==> src/hdl/pcw_pkg.sv <==
// Shared widths, sector codes and palette for the color wheel pixel unit.
package pcw_pkg;

  localparam int COORD_BITS   = 9;
  localparam int SQR_W        = 2 * COORD_BITS;
  localparam int RAD_W        = 2 * COORD_BITS + 16;
  localparam int ROOT_W       = RAD_W / 2;
  localparam int REM_W        = ROOT_W + 2;
  localparam int FRONT_STAGES = 4;
  localparam int LATENCY      = FRONT_STAGES + ROOT_W + 1;

  localparam logic [15:0] FULL_SQ = 16'd65025;

  typedef enum logic [3:0] {
    SEC_RED        = 4'd0,
    SEC_ORANGE     = 4'd1,
    SEC_YELLOW     = 4'd2,
    SEC_CHARTREUSE = 4'd3,
    SEC_GREEN      = 4'd4,
    SEC_SPRING     = 4'd5,
    SEC_CYAN       = 4'd6,
    SEC_AZURE      = 4'd7,
    SEC_BLUE       = 4'd8,
    SEC_VIOLET     = 4'd9,
    SEC_MAGENTA    = 4'd10,
    SEC_ROSE       = 4'd11
  } sector_e;

  typedef enum logic [1:0] {
    LVL_ZERO,
    LVL_HALF,
    LVL_FULL
  } level_e;

  typedef struct packed {
    level_e r;
    level_e g;
    level_e b;
  } swatch_t;

  typedef struct packed {
    logic    valid;
    sector_e sector;
  } tag_t;

  function automatic swatch_t palette(sector_e s);
    swatch_t p;
    case (s)
      SEC_RED:        p = '{LVL_FULL, LVL_ZERO, LVL_ZERO};
      SEC_ORANGE:     p = '{LVL_FULL, LVL_HALF, LVL_ZERO};
      SEC_YELLOW:     p = '{LVL_FULL, LVL_FULL, LVL_ZERO};
      SEC_CHARTREUSE: p = '{LVL_HALF, LVL_FULL, LVL_ZERO};
      SEC_GREEN:      p = '{LVL_ZERO, LVL_FULL, LVL_ZERO};
      SEC_SPRING:     p = '{LVL_ZERO, LVL_FULL, LVL_HALF};
      SEC_CYAN:       p = '{LVL_ZERO, LVL_FULL, LVL_FULL};
      SEC_AZURE:      p = '{LVL_ZERO, LVL_HALF, LVL_FULL};
      SEC_BLUE:       p = '{LVL_ZERO, LVL_ZERO, LVL_FULL};
      SEC_VIOLET:     p = '{LVL_HALF, LVL_ZERO, LVL_FULL};
      SEC_MAGENTA:    p = '{LVL_FULL, LVL_ZERO, LVL_FULL};
      SEC_ROSE:       p = '{LVL_FULL, LVL_ZERO, LVL_HALF};
      default:        p = '{LVL_ZERO, LVL_ZERO, LVL_ZERO};
    endcase
    return p;
  endfunction

endpackage

==> src/hdl/pcw_front.sv <==
// Front stages: magnitudes, squares, radius squared, sector and scaled radicands.
module pcw_front (
  input  logic                                   clk_i,
  input  logic                                   rst_ni,
  input  logic                                   valid_i,
  input  logic signed [pcw_pkg::COORD_BITS-1:0]  x_coord_i,
  input  logic signed [pcw_pkg::COORD_BITS-1:0]  y_coord_i,
  output pcw_pkg::tag_t                          tag_o,
  output logic        [pcw_pkg::RAD_W-1:0]       rad_full_o,
  output logic        [pcw_pkg::RAD_W-1:0]       rad_half_o
);

  localparam int W  = pcw_pkg::COORD_BITS;
  localparam int SW = pcw_pkg::SQR_W;
  localparam int RW = pcw_pkg::RAD_W;

  // stage 1
  logic          v1_q;
  logic [W-1:0]  ax_q, ay_q;
  logic          xneg1_q, yneg1_q, xz1_q, yz1_q;
  logic [W-1:0]  ax_d, ay_d;

  // stage 2
  logic          v2_q;
  logic [SW-1:0] x2_q, y2_q;
  logic          xneg2_q, yneg2_q, xz2_q, yz2_q;
  logic [SW-1:0] ax_w, ay_w, x2_d, y2_d;

  // stage 3
  logic              v3_q;
  logic [SW-1:0]     r2_q;
  pcw_pkg::sector_e  sec3_q;
  logic [SW-1:0]     r2_d;
  logic [SW+1:0]     x2_e, y2_e, x3_e, y3_e;
  logic [1:0]        k;
  pcw_pkg::sector_e  sec3_d;

  // stage 4
  logic              v4_q;
  logic [RW-1:0]     full_q, half_q;
  pcw_pkg::sector_e  sec4_q;
  logic [RW-1:0]     r2_w, full_d, half_d;

  assign ax_d = x_coord_i[W-1] ? (~x_coord_i + 1'b1) : x_coord_i;
  assign ay_d = y_coord_i[W-1] ? (~y_coord_i + 1'b1) : y_coord_i;

  assign ax_w = {{(SW-W){1'b0}}, ax_q};
  assign ay_w = {{(SW-W){1'b0}}, ay_q};
  assign x2_d = ax_w * ax_w;
  assign y2_d = ay_w * ay_w;

  assign r2_d = x2_q + y2_q;
  assign x2_e = {2'b00, x2_q};
  assign y2_e = {2'b00, y2_q};
  assign x3_e = {x2_e[SW:0], 1'b0} + x2_e;
  assign y3_e = {y2_e[SW:0], 1'b0} + y2_e;

  always_comb begin
    if (y3_e < x2_e) begin
      k = 2'd0;
    end else if (y2_e < x3_e) begin
      k = 2'd1;
    end else begin
      k = 2'd2;
    end
    if (yz2_q) begin
      sec3_d = pcw_pkg::SEC_RED;
    end else if (xz2_q) begin
      sec3_d = yneg2_q ? pcw_pkg::SEC_VIOLET : pcw_pkg::SEC_YELLOW;
    end else if (!xneg2_q && !yneg2_q) begin
      sec3_d = pcw_pkg::sector_e'({2'b00, k});
    end else if (xneg2_q && !yneg2_q) begin
      sec3_d = pcw_pkg::sector_e'(4'd5 - {2'b00, k});
    end else if (xneg2_q) begin
      sec3_d = pcw_pkg::sector_e'(4'd6 + {2'b00, k});
    end else begin
      sec3_d = pcw_pkg::sector_e'(4'd11 - {2'b00, k});
    end
  end

  assign r2_w   = {{(RW-SW){1'b0}}, r2_q};
  assign full_d = r2_w * {{(RW-16){1'b0}}, pcw_pkg::FULL_SQ};
  assign half_d = r2_w >> 2;

  always_ff @(posedge clk_i or negedge rst_ni) begin
    if (!rst_ni) begin
      v1_q <= 1'b0;
      v2_q <= 1'b0;
      v3_q <= 1'b0;
      v4_q <= 1'b0;
    end else begin
      v1_q <= valid_i;
      v2_q <= v1_q;
      v3_q <= v2_q;
      v4_q <= v3_q;
    end
  end

  always_ff @(posedge clk_i) begin
    ax_q    <= ax_d;
    ay_q    <= ay_d;
    xneg1_q <= x_coord_i[W-1];
    yneg1_q <= y_coord_i[W-1];
    xz1_q   <= (x_coord_i == '0);
    yz1_q   <= (y_coord_i == '0);

    x2_q    <= x2_d;
    y2_q    <= y2_d;
    xneg2_q <= xneg1_q;
    yneg2_q <= yneg1_q;
    xz2_q   <= xz1_q;
    yz2_q   <= yz1_q;

    r2_q    <= r2_d;
    sec3_q  <= sec3_d;

    full_q  <= full_d;
    half_q  <= half_d;
    sec4_q  <= sec3_q;
  end

  assign tag_o.valid  = v4_q;
  assign tag_o.sector = sec4_q;
  assign rad_full_o   = full_q;
  assign rad_half_o   = half_q;

endmodule

==> src/hdl/pcw_sqrt.sv <==
// Two-lane pipelined integer square root, one root bit per stage.
module pcw_sqrt (
  input  logic                            clk_i,
  input  logic                            rst_ni,
  input  pcw_pkg::tag_t                   tag_i,
  input  logic [pcw_pkg::RAD_W-1:0]       rad_full_i,
  input  logic [pcw_pkg::RAD_W-1:0]       rad_half_i,
  output pcw_pkg::tag_t                   tag_o,
  output logic [pcw_pkg::ROOT_W-1:0]      root_full_o,
  output logic [pcw_pkg::ROOT_W-1:0]      root_half_o
);

  localparam int RW = pcw_pkg::RAD_W;
  localparam int N  = pcw_pkg::ROOT_W;
  localparam int MW = pcw_pkg::REM_W;

  logic             valid_q  [N];
  pcw_pkg::sector_e sector_q [N];
  logic [RW-1:0]    op_q     [2][N];
  logic [MW-1:0]    rem_q    [2][N];
  logic [N-1:0]     root_q   [2][N];

  logic [RW-1:0]    op_in    [2][N];
  logic [MW-1:0]    rem_in   [2][N];
  logic [N-1:0]     root_in  [2][N];

  for (genvar s = 0; s < N; s++) begin : g_stage
    if (s == 0) begin : g_first
      assign op_in[0][0]   = rad_full_i;
      assign op_in[1][0]   = rad_half_i;
      assign rem_in[0][0]  = '0;
      assign rem_in[1][0]  = '0;
      assign root_in[0][0] = '0;
      assign root_in[1][0] = '0;
      always_ff @(posedge clk_i or negedge rst_ni) begin
        if (!rst_ni) begin
          valid_q[0] <= 1'b0;
        end else begin
          valid_q[0] <= tag_i.valid;
        end
      end
      always_ff @(posedge clk_i) begin
        sector_q[0] <= tag_i.sector;
      end
    end else begin : g_rest
      for (genvar l = 0; l < 2; l++) begin : g_link
        assign op_in[l][s]   = op_q[l][s-1];
        assign rem_in[l][s]  = rem_q[l][s-1];
        assign root_in[l][s] = root_q[l][s-1];
      end
      always_ff @(posedge clk_i or negedge rst_ni) begin
        if (!rst_ni) begin
          valid_q[s] <= 1'b0;
        end else begin
          valid_q[s] <= valid_q[s-1];
        end
      end
      always_ff @(posedge clk_i) begin
        sector_q[s] <= sector_q[s-1];
      end
    end

    for (genvar l = 0; l < 2; l++) begin : g_lane
      logic [MW-1:0] rem_sh, trial;
      logic [MW-1:0] rem_d;
      logic [N-1:0]  root_d;

      assign rem_sh = {rem_in[l][s][MW-3:0], op_in[l][s][RW-1 -: 2]};
      assign trial  = {root_in[l][s], 2'b01};

      always_comb begin
        if (rem_sh >= trial) begin
          rem_d  = rem_sh - trial;
          root_d = {root_in[l][s][N-2:0], 1'b1};
        end else begin
          rem_d  = rem_sh;
          root_d = {root_in[l][s][N-2:0], 1'b0};
        end
      end

      always_ff @(posedge clk_i) begin
        op_q[l][s]   <= {op_in[l][s][RW-3:0], 2'b00};
        rem_q[l][s]  <= rem_d;
        root_q[l][s] <= root_d;
      end
    end
  end

  assign tag_o.valid  = valid_q[N-1];
  assign tag_o.sector = sector_q[N-1];
  assign root_full_o  = root_q[0][N-1];
  assign root_half_o  = root_q[1][N-1];

endmodule

==> src/hdl/pcw_out.sv <==
// Output stage: palette level select, saturation and result register.
module pcw_out (
  input  logic                        clk_i,
  input  logic                        rst_ni,
  input  pcw_pkg::tag_t               tag_i,
  input  logic [pcw_pkg::ROOT_W-1:0]  root_full_i,
  input  logic [pcw_pkg::ROOT_W-1:0]  root_half_i,
  output logic                        valid_o,
  output logic [7:0]                  red_o,
  output logic [7:0]                  green_o,
  output logic [7:0]                  blue_o,
  output logic [3:0]                  hue_sector_o
);

  localparam int N = pcw_pkg::ROOT_W;

  logic             valid_q;
  logic [7:0]       red_q, green_q, blue_q;
  pcw_pkg::sector_e sec_q;
  pcw_pkg::swatch_t sw;
  logic [7:0]       full_sat, half_sat;
  logic [N-1:0]     full_scaled;

  function automatic logic [7:0] pick(pcw_pkg::level_e lv, logic [7:0] f, logic [7:0] h);
    logic [7:0] v;
    case (lv)
      pcw_pkg::LVL_FULL: v = f;
      pcw_pkg::LVL_HALF: v = h;
      default:           v = 8'd0;
    endcase
    return v;
  endfunction

  assign sw          = pcw_pkg::palette(tag_i.sector);
  assign full_scaled = root_full_i >> 8;
  assign full_sat    = (full_scaled > N'(255)) ? 8'd255 : full_scaled[7:0];
  assign half_sat    = (root_half_i > N'(255)) ? 8'd255 : root_half_i[7:0];

  always_ff @(posedge clk_i or negedge rst_ni) begin
    if (!rst_ni) begin
      valid_q <= 1'b0;
    end else begin
      valid_q <= tag_i.valid;
    end
  end

  always_ff @(posedge clk_i) begin
    red_q   <= pick(sw.r, full_sat, half_sat);
    green_q <= pick(sw.g, full_sat, half_sat);
    blue_q  <= pick(sw.b, full_sat, half_sat);
    sec_q   <= tag_i.sector;
  end

  assign valid_o      = valid_q;
  assign red_o        = red_q;
  assign green_o      = green_q;
  assign blue_o       = blue_q;
  assign hue_sector_o = sec_q;

endmodule

==> src/hdl/polar_color_wheel_pixel_unit.sv <==
// Top level of the twelve-sector color wheel pixel unit.
// A pixel offset is taken on every cycle that start is high; busy never rises, so one
// coordinate per clock is sustained. Each result appears on the result ports for one
// cycle with valid_o high, after its start has passed through 4 front stages, one stage
// per root bit of the square-root pipeline, COORD_BITS+8 stages, and one output
// register. The receiver cannot stall.
module polar_color_wheel_pixel_unit (
  input  logic                                   clk_i,
  input  logic                                   rst_ni,
  input  logic                                   start,
  output logic                                   busy,
  input  logic signed [pcw_pkg::COORD_BITS-1:0]  x_coord_i,
  input  logic signed [pcw_pkg::COORD_BITS-1:0]  y_coord_i,
  output logic                                   valid_o,
  output logic        [7:0]                      red_o,
  output logic        [7:0]                      green_o,
  output logic        [7:0]                      blue_o,
  output logic        [3:0]                      hue_sector_o
);

  pcw_pkg::tag_t                  front_tag, sqrt_tag;
  logic [pcw_pkg::RAD_W-1:0]      rad_full, rad_half;
  logic [pcw_pkg::ROOT_W-1:0]     root_full, root_half;

  assign busy = 1'b0;

  pcw_front u_front (
    .clk_i      (clk_i),
    .rst_ni     (rst_ni),
    .valid_i    (start && !busy),
    .x_coord_i  (x_coord_i),
    .y_coord_i  (y_coord_i),
    .tag_o      (front_tag),
    .rad_full_o (rad_full),
    .rad_half_o (rad_half)
  );

  pcw_sqrt u_sqrt (
    .clk_i       (clk_i),
    .rst_ni      (rst_ni),
    .tag_i       (front_tag),
    .rad_full_i  (rad_full),
    .rad_half_i  (rad_half),
    .tag_o       (sqrt_tag),
    .root_full_o (root_full),
    .root_half_o (root_half)
  );

  pcw_out u_out (
    .clk_i        (clk_i),
    .rst_ni       (rst_ni),
    .tag_i        (sqrt_tag),
    .root_full_i  (root_full),
    .root_half_i  (root_half),
    .valid_o      (valid_o),
    .red_o        (red_o),
    .green_o      (green_o),
    .blue_o       (blue_o),
    .hue_sector_o (hue_sector_o)
  );

endmodule

==> config.mk <==
export PLATFORM = sky130hd
export DESIGN_NAME = polar_color_wheel_pixel_unit
export DESIGN_NICKNAME = d
export VERILOG_FILES = /design/src/hdl/pcw_pkg.sv /design/src/hdl/pcw_front.sv /design/src/hdl/pcw_sqrt.sv /design/src/hdl/pcw_out.sv /design/src/hdl/polar_color_wheel_pixel_unit.sv
export SDC_FILE = /design/constraint.sdc
export NUM_CORES = 1
export LEC_CHECK = 0
export BUFFER_PORTS_ARGS = -buffer_cell sky130_fd_sc_hd__clkbuf_2
export CAP_MARGIN = 20
export CORE_MARGIN = 8
export CORE_UTILIZATION = 62
export CTS_CLUSTER_DIAMETER = 120
export DETAILED_ROUTE_END_ITERATION = 12
export GPL_ROUTABILITY_DRIVEN = 0
export GPL_TIMING_DRIVEN = 0
export PLACE_DENSITY = 0.79
export RECOVER_POWER = 25
export SKIP_LAST_GASP = 1
export SYNTH_ARGS = -nofsm -noshare
export SYNTH_HDL_FRONTEND = slang
export SYNTH_SLANG_ARGS = --single-unit
export TNS_END_PERCENT = 1
==> constraint.sdc <==
create_clock -name clk_i -period 7.02 [get_ports clk_i]
set_clock_uncertainty 0.2 [all_clocks]
set_input_delay 0.702 -clock clk_i [delete_from_list [all_inputs] [get_ports clk_i]]
set_output_delay 0.702 -clock clk_i [all_outputs]
set_load 0.02 [all_outputs]
==> impl_metrics.toml <==
[status]
status = "completed"

[synthesis]
syn_area_per_cell_um2 = 10.98
synth_top_family_by_area = "adder cells"
synthTopCellsByCount = "860 x dfxtp_1, 368 x inv_1, 350 x ha_1, 166 x nand2_1, 166 x nor2_1"
synth_compound_gate_area_share = 0.07732
synth-main-ff-cell = "dfxtp_1"
synth_edf_count = 0
synth.most_common_cell = "dfxtp_1"
synth-adder-area-share = 0.2040
synth_top_cell_by_area = "dfxtp_1"
synth_xor_area_frac = 0.05995
synthCells = 3206
yosysWarnings = 0
ys_ff_latch = 882
synth-simple-area-share = 0.1058
yosysSeqAreaShare = 0.5046
synth_area_mm2 = 0.03521
synth_top_area_frac = 0.4890
synth-async-reset-ratio = 0.02494
netlist-cell-type-count = 76
netlist_top_cells_area = "dfxtp_1 49%, ha_1 12%, fa_1 8.0%"
synthMuxAreaShare = 0.005082

[global_route]
antenna_found_initial = 0
grt_max_degree = 23
grt_first_pass_wirelength_um = 100600
grt.total_usage = 0.1832
grt_pass1_vias = 22730
overflow = 0

[finish]
drive_gt1_frac = 0.06901
num-fill-cells = 3799
multi_input_area_mm2 = 0.01593
register_area_mm2 = 0.01777
layout.nets = 3859
design_area_mm2 = 0.03952
syn_to_final_growth_pct = 12.24
num_antenna_cells = 0

[route]
drc_errors = 0
wire_per_inst_um = 14.05
first_pass_iters = 5
via_count = 21670
via_per_inst = 5.189
drt_iter0_drc = 1035
ant_nets = 0
routed_wl_um = 58690

[clocking]
clock_sinks = 882
htreeDepth = 3
ctsResizeCount = 0
clkLatencyLatePin_ps = 630
tritoncts = "yes"
max-clock-path-buffers = 3
cts_buffers = 85
cts-root-buf = "clkbuf_16"
path_clk_slew_ps = 60

[critical_path]
cp_slowest_cell = "fa_1"
cp-end-kind = "flip-flop"
critPathBufInv = 2
reg2reg_to = "u_front.rad_full_o[33]$_DFF_P_"
required_ps = 7340
crit_type = "flip-flop to flip-flop"
worstRegToRegCells = 17
critPathArrivalTime_ps = 6780
rrSetupSlack_ps = 560
r2r_start = "u_front.r2_q[3]$_DFF_P_"
crit_fanout = 4
critPathTopFamily = "adder cells"
crit_path_cell_trace = "inv_1 > fa_1 > inv_1 > fa_1 > fa_1 > fa_1 > fa_1 > ha_1 > ha_1 > o21a_1 > o221a_2 > a21oi_1 > o21ai_1 > o41ai_4 > o211ai_1 > a2111o_1 > o211ai_1"
critPathMaxStageDelay_ps = 610
critPathLaunchType = "flip-flop"
cpMostUsedCell = "fa_1"

[timing]
slew-limit-headroom = 0.5298
rsz0062_at_grt = "false"
final_hold_viol_count = 0
slew_viol_final = 0
setup_slack_ps = 562.3
fin_tns_setup_ps = 0
setup_violations = 0
min_period_ps = 6458
min_period_over_period = 0.9199
max_freq_ghz = 0.1549
worst_pin_slew_ps = 698.8

[place]
dp_slack_ps = 603.3
dp_hpwl_um = 42020
io_buffers = 49
placedInstanceArea_mm2 = 0.03641

[flow_run]
maxCapViolCount = 0

[hold_path]
min_path_cells = 1
hold_path_class = "primary input to flip-flop"
hp-start = "y_coord_i[8]"
whs_endpoint = "u_front.yneg1_q$_DFF_P_"

[floorplanning]
dieArea_mm2 = 0.06467
rows = 87
coreArea_mm2 = 0.05628
start_util = 0.6256
die_h_um = 254.3
io_pins = 51
dieWidth_um = 254.3
## worst max-delay path by stage
stage	start	endpoint	slack (ps)	cells past startpoint
6_report	u_front.r2_q[3]$_DFF_P_	u_front.rad_full_o[33]$_DFF_P_	560	17
5_1_grt	u_front.r2_q[3]$_DFF_P_	u_front.rad_full_o[33]$_DFF_P_	270	17
4_1_cts	u_front.r2_q[3]$_DFF_P_	u_front.rad_full_o[33]$_DFF_P_	510	17
3_5_place_dp	u_front.r2_q[3]$_DFF_P_	u_front.rad_full_o[33]$_DFF_P_	600	17
2_1_floorplan	u_front.r2_q[3]$_DFF_P_	u_front.rad_full_o[33]$_DFF_P_	1250	17
3_3_place_gp	u_front.r2_q[4]$_DFF_P_	u_front.rad_full_o[33]$_DFF_P_	750	17
## timing repair
action	CTS	global route
hold endpoints to repair	25	0
setup buffers	0	0
hold buffers	4	0
endpoints found under the setup margin	0	0
## through the flow
step           instances  utilization  hold slack (ps)
2_1_floorplan       3208            -            109.6
3_3_place_gp        4013       0.6469            109.7
3_5_place_dp        4013       0.6469            112.1
4_1_cts             4176       0.7023            17.44
5_1_grt             4176       0.7022            52.11
6_report            4176       0.7022            69.78
## state kept, by name, summed over array words and instances, names as in the netlist, 8 cells and up
register,count
u_sqrt.op_q,272
u_sqrt.rem_q,219
u_sqrt.root_q,153
u_sqrt.sector_q,68
u_front.rad_full_o,25
u_front.r2_q,18
u_front.x2_q,17
u_front.y2_q,17
u_sqrt.valid_q,16
u_front.ax_q,9
u_front.ay_q,9
u_front.rad_half_o,9
u_out.blue_o,8
u_out.green_o,8
u_out.red_o,8
## metal layers
metal	part of all wire	track usage
met1	0.40	0.1989
met2	0.53	0.3480
met3	0.034	0.03087
met4	0.038	0.07714
met5	0	0
## cell type report
| class | count | area share |
|---|---|---|
| clock buffer | 113 | 0.06133 |
| inverter | 369 | 0.03505 |
| tap | 756 | 0.02394 |
| sequential | 882 | 0.4496 |
| multi-input combinational | 1926 | 0.4031 |
| buffer | 31 | 0.003388 |
| clock inverter | 46 | 0.01643 |
| timing repair buffer | 53 | 0.007155 |
## cells in the final DEF, fill, tap and decap left out, types with 21 or more instances in the layout
cell type    n
a21o_1      28
a21oi_1    144
and2_1      78
clkbuf_1    34
clkbuf_16   86
clkbuf_2    47
dfrtp_1     22
dfxtp_1    860
fa_1       140
ha_1       350
inv_1      368
nand2_1    166
nand2b_1    34
nand3_1     35
nor2_1     166
nor2b_1     33
nor3_1      77
nor4_1      32
o21a_1      43
o21ai_0    117
o31ai_1     22
or3_1       21
xnor2_1    138
xor2_1     103
## kinds of logic (layout without fill, tap and decap cells)
| kind of cell | after synthesis | after routing |
|---|---|---|
| xor gates and xnor gates | 241 | 241 |
| adders and majority gates | 490 | 490 |
| buffers and inverters | 400 | 612 |
| other | 1 | 3 |
| and+or+nand+nor | 733 | 733 |
| muxes | 17 | 17 |
| DFF | 882 | 882 |
| AOI/OAI and AO/OA | 442 | 442 |
## worst reg2reg max path, stage by stage (launching register included)
cell and delay [ps]:
dfxtp_1 470, inv_1 140, fa_1 610, inv_1 80
fa_1 510, fa_1 520, fa_1 570, fa_1 430
ha_1 310, ha_1 320, o21a_1 190, o221a_2 240
a21oi_1 280, o21ai_1 240, o41ai_4 470, o211ai_1 260
a2111o_1 430, o211ai_1 100
Power is not shown: default switching activity piles up to over one toggle a cycle in this logic, so the estimate is an artifact.
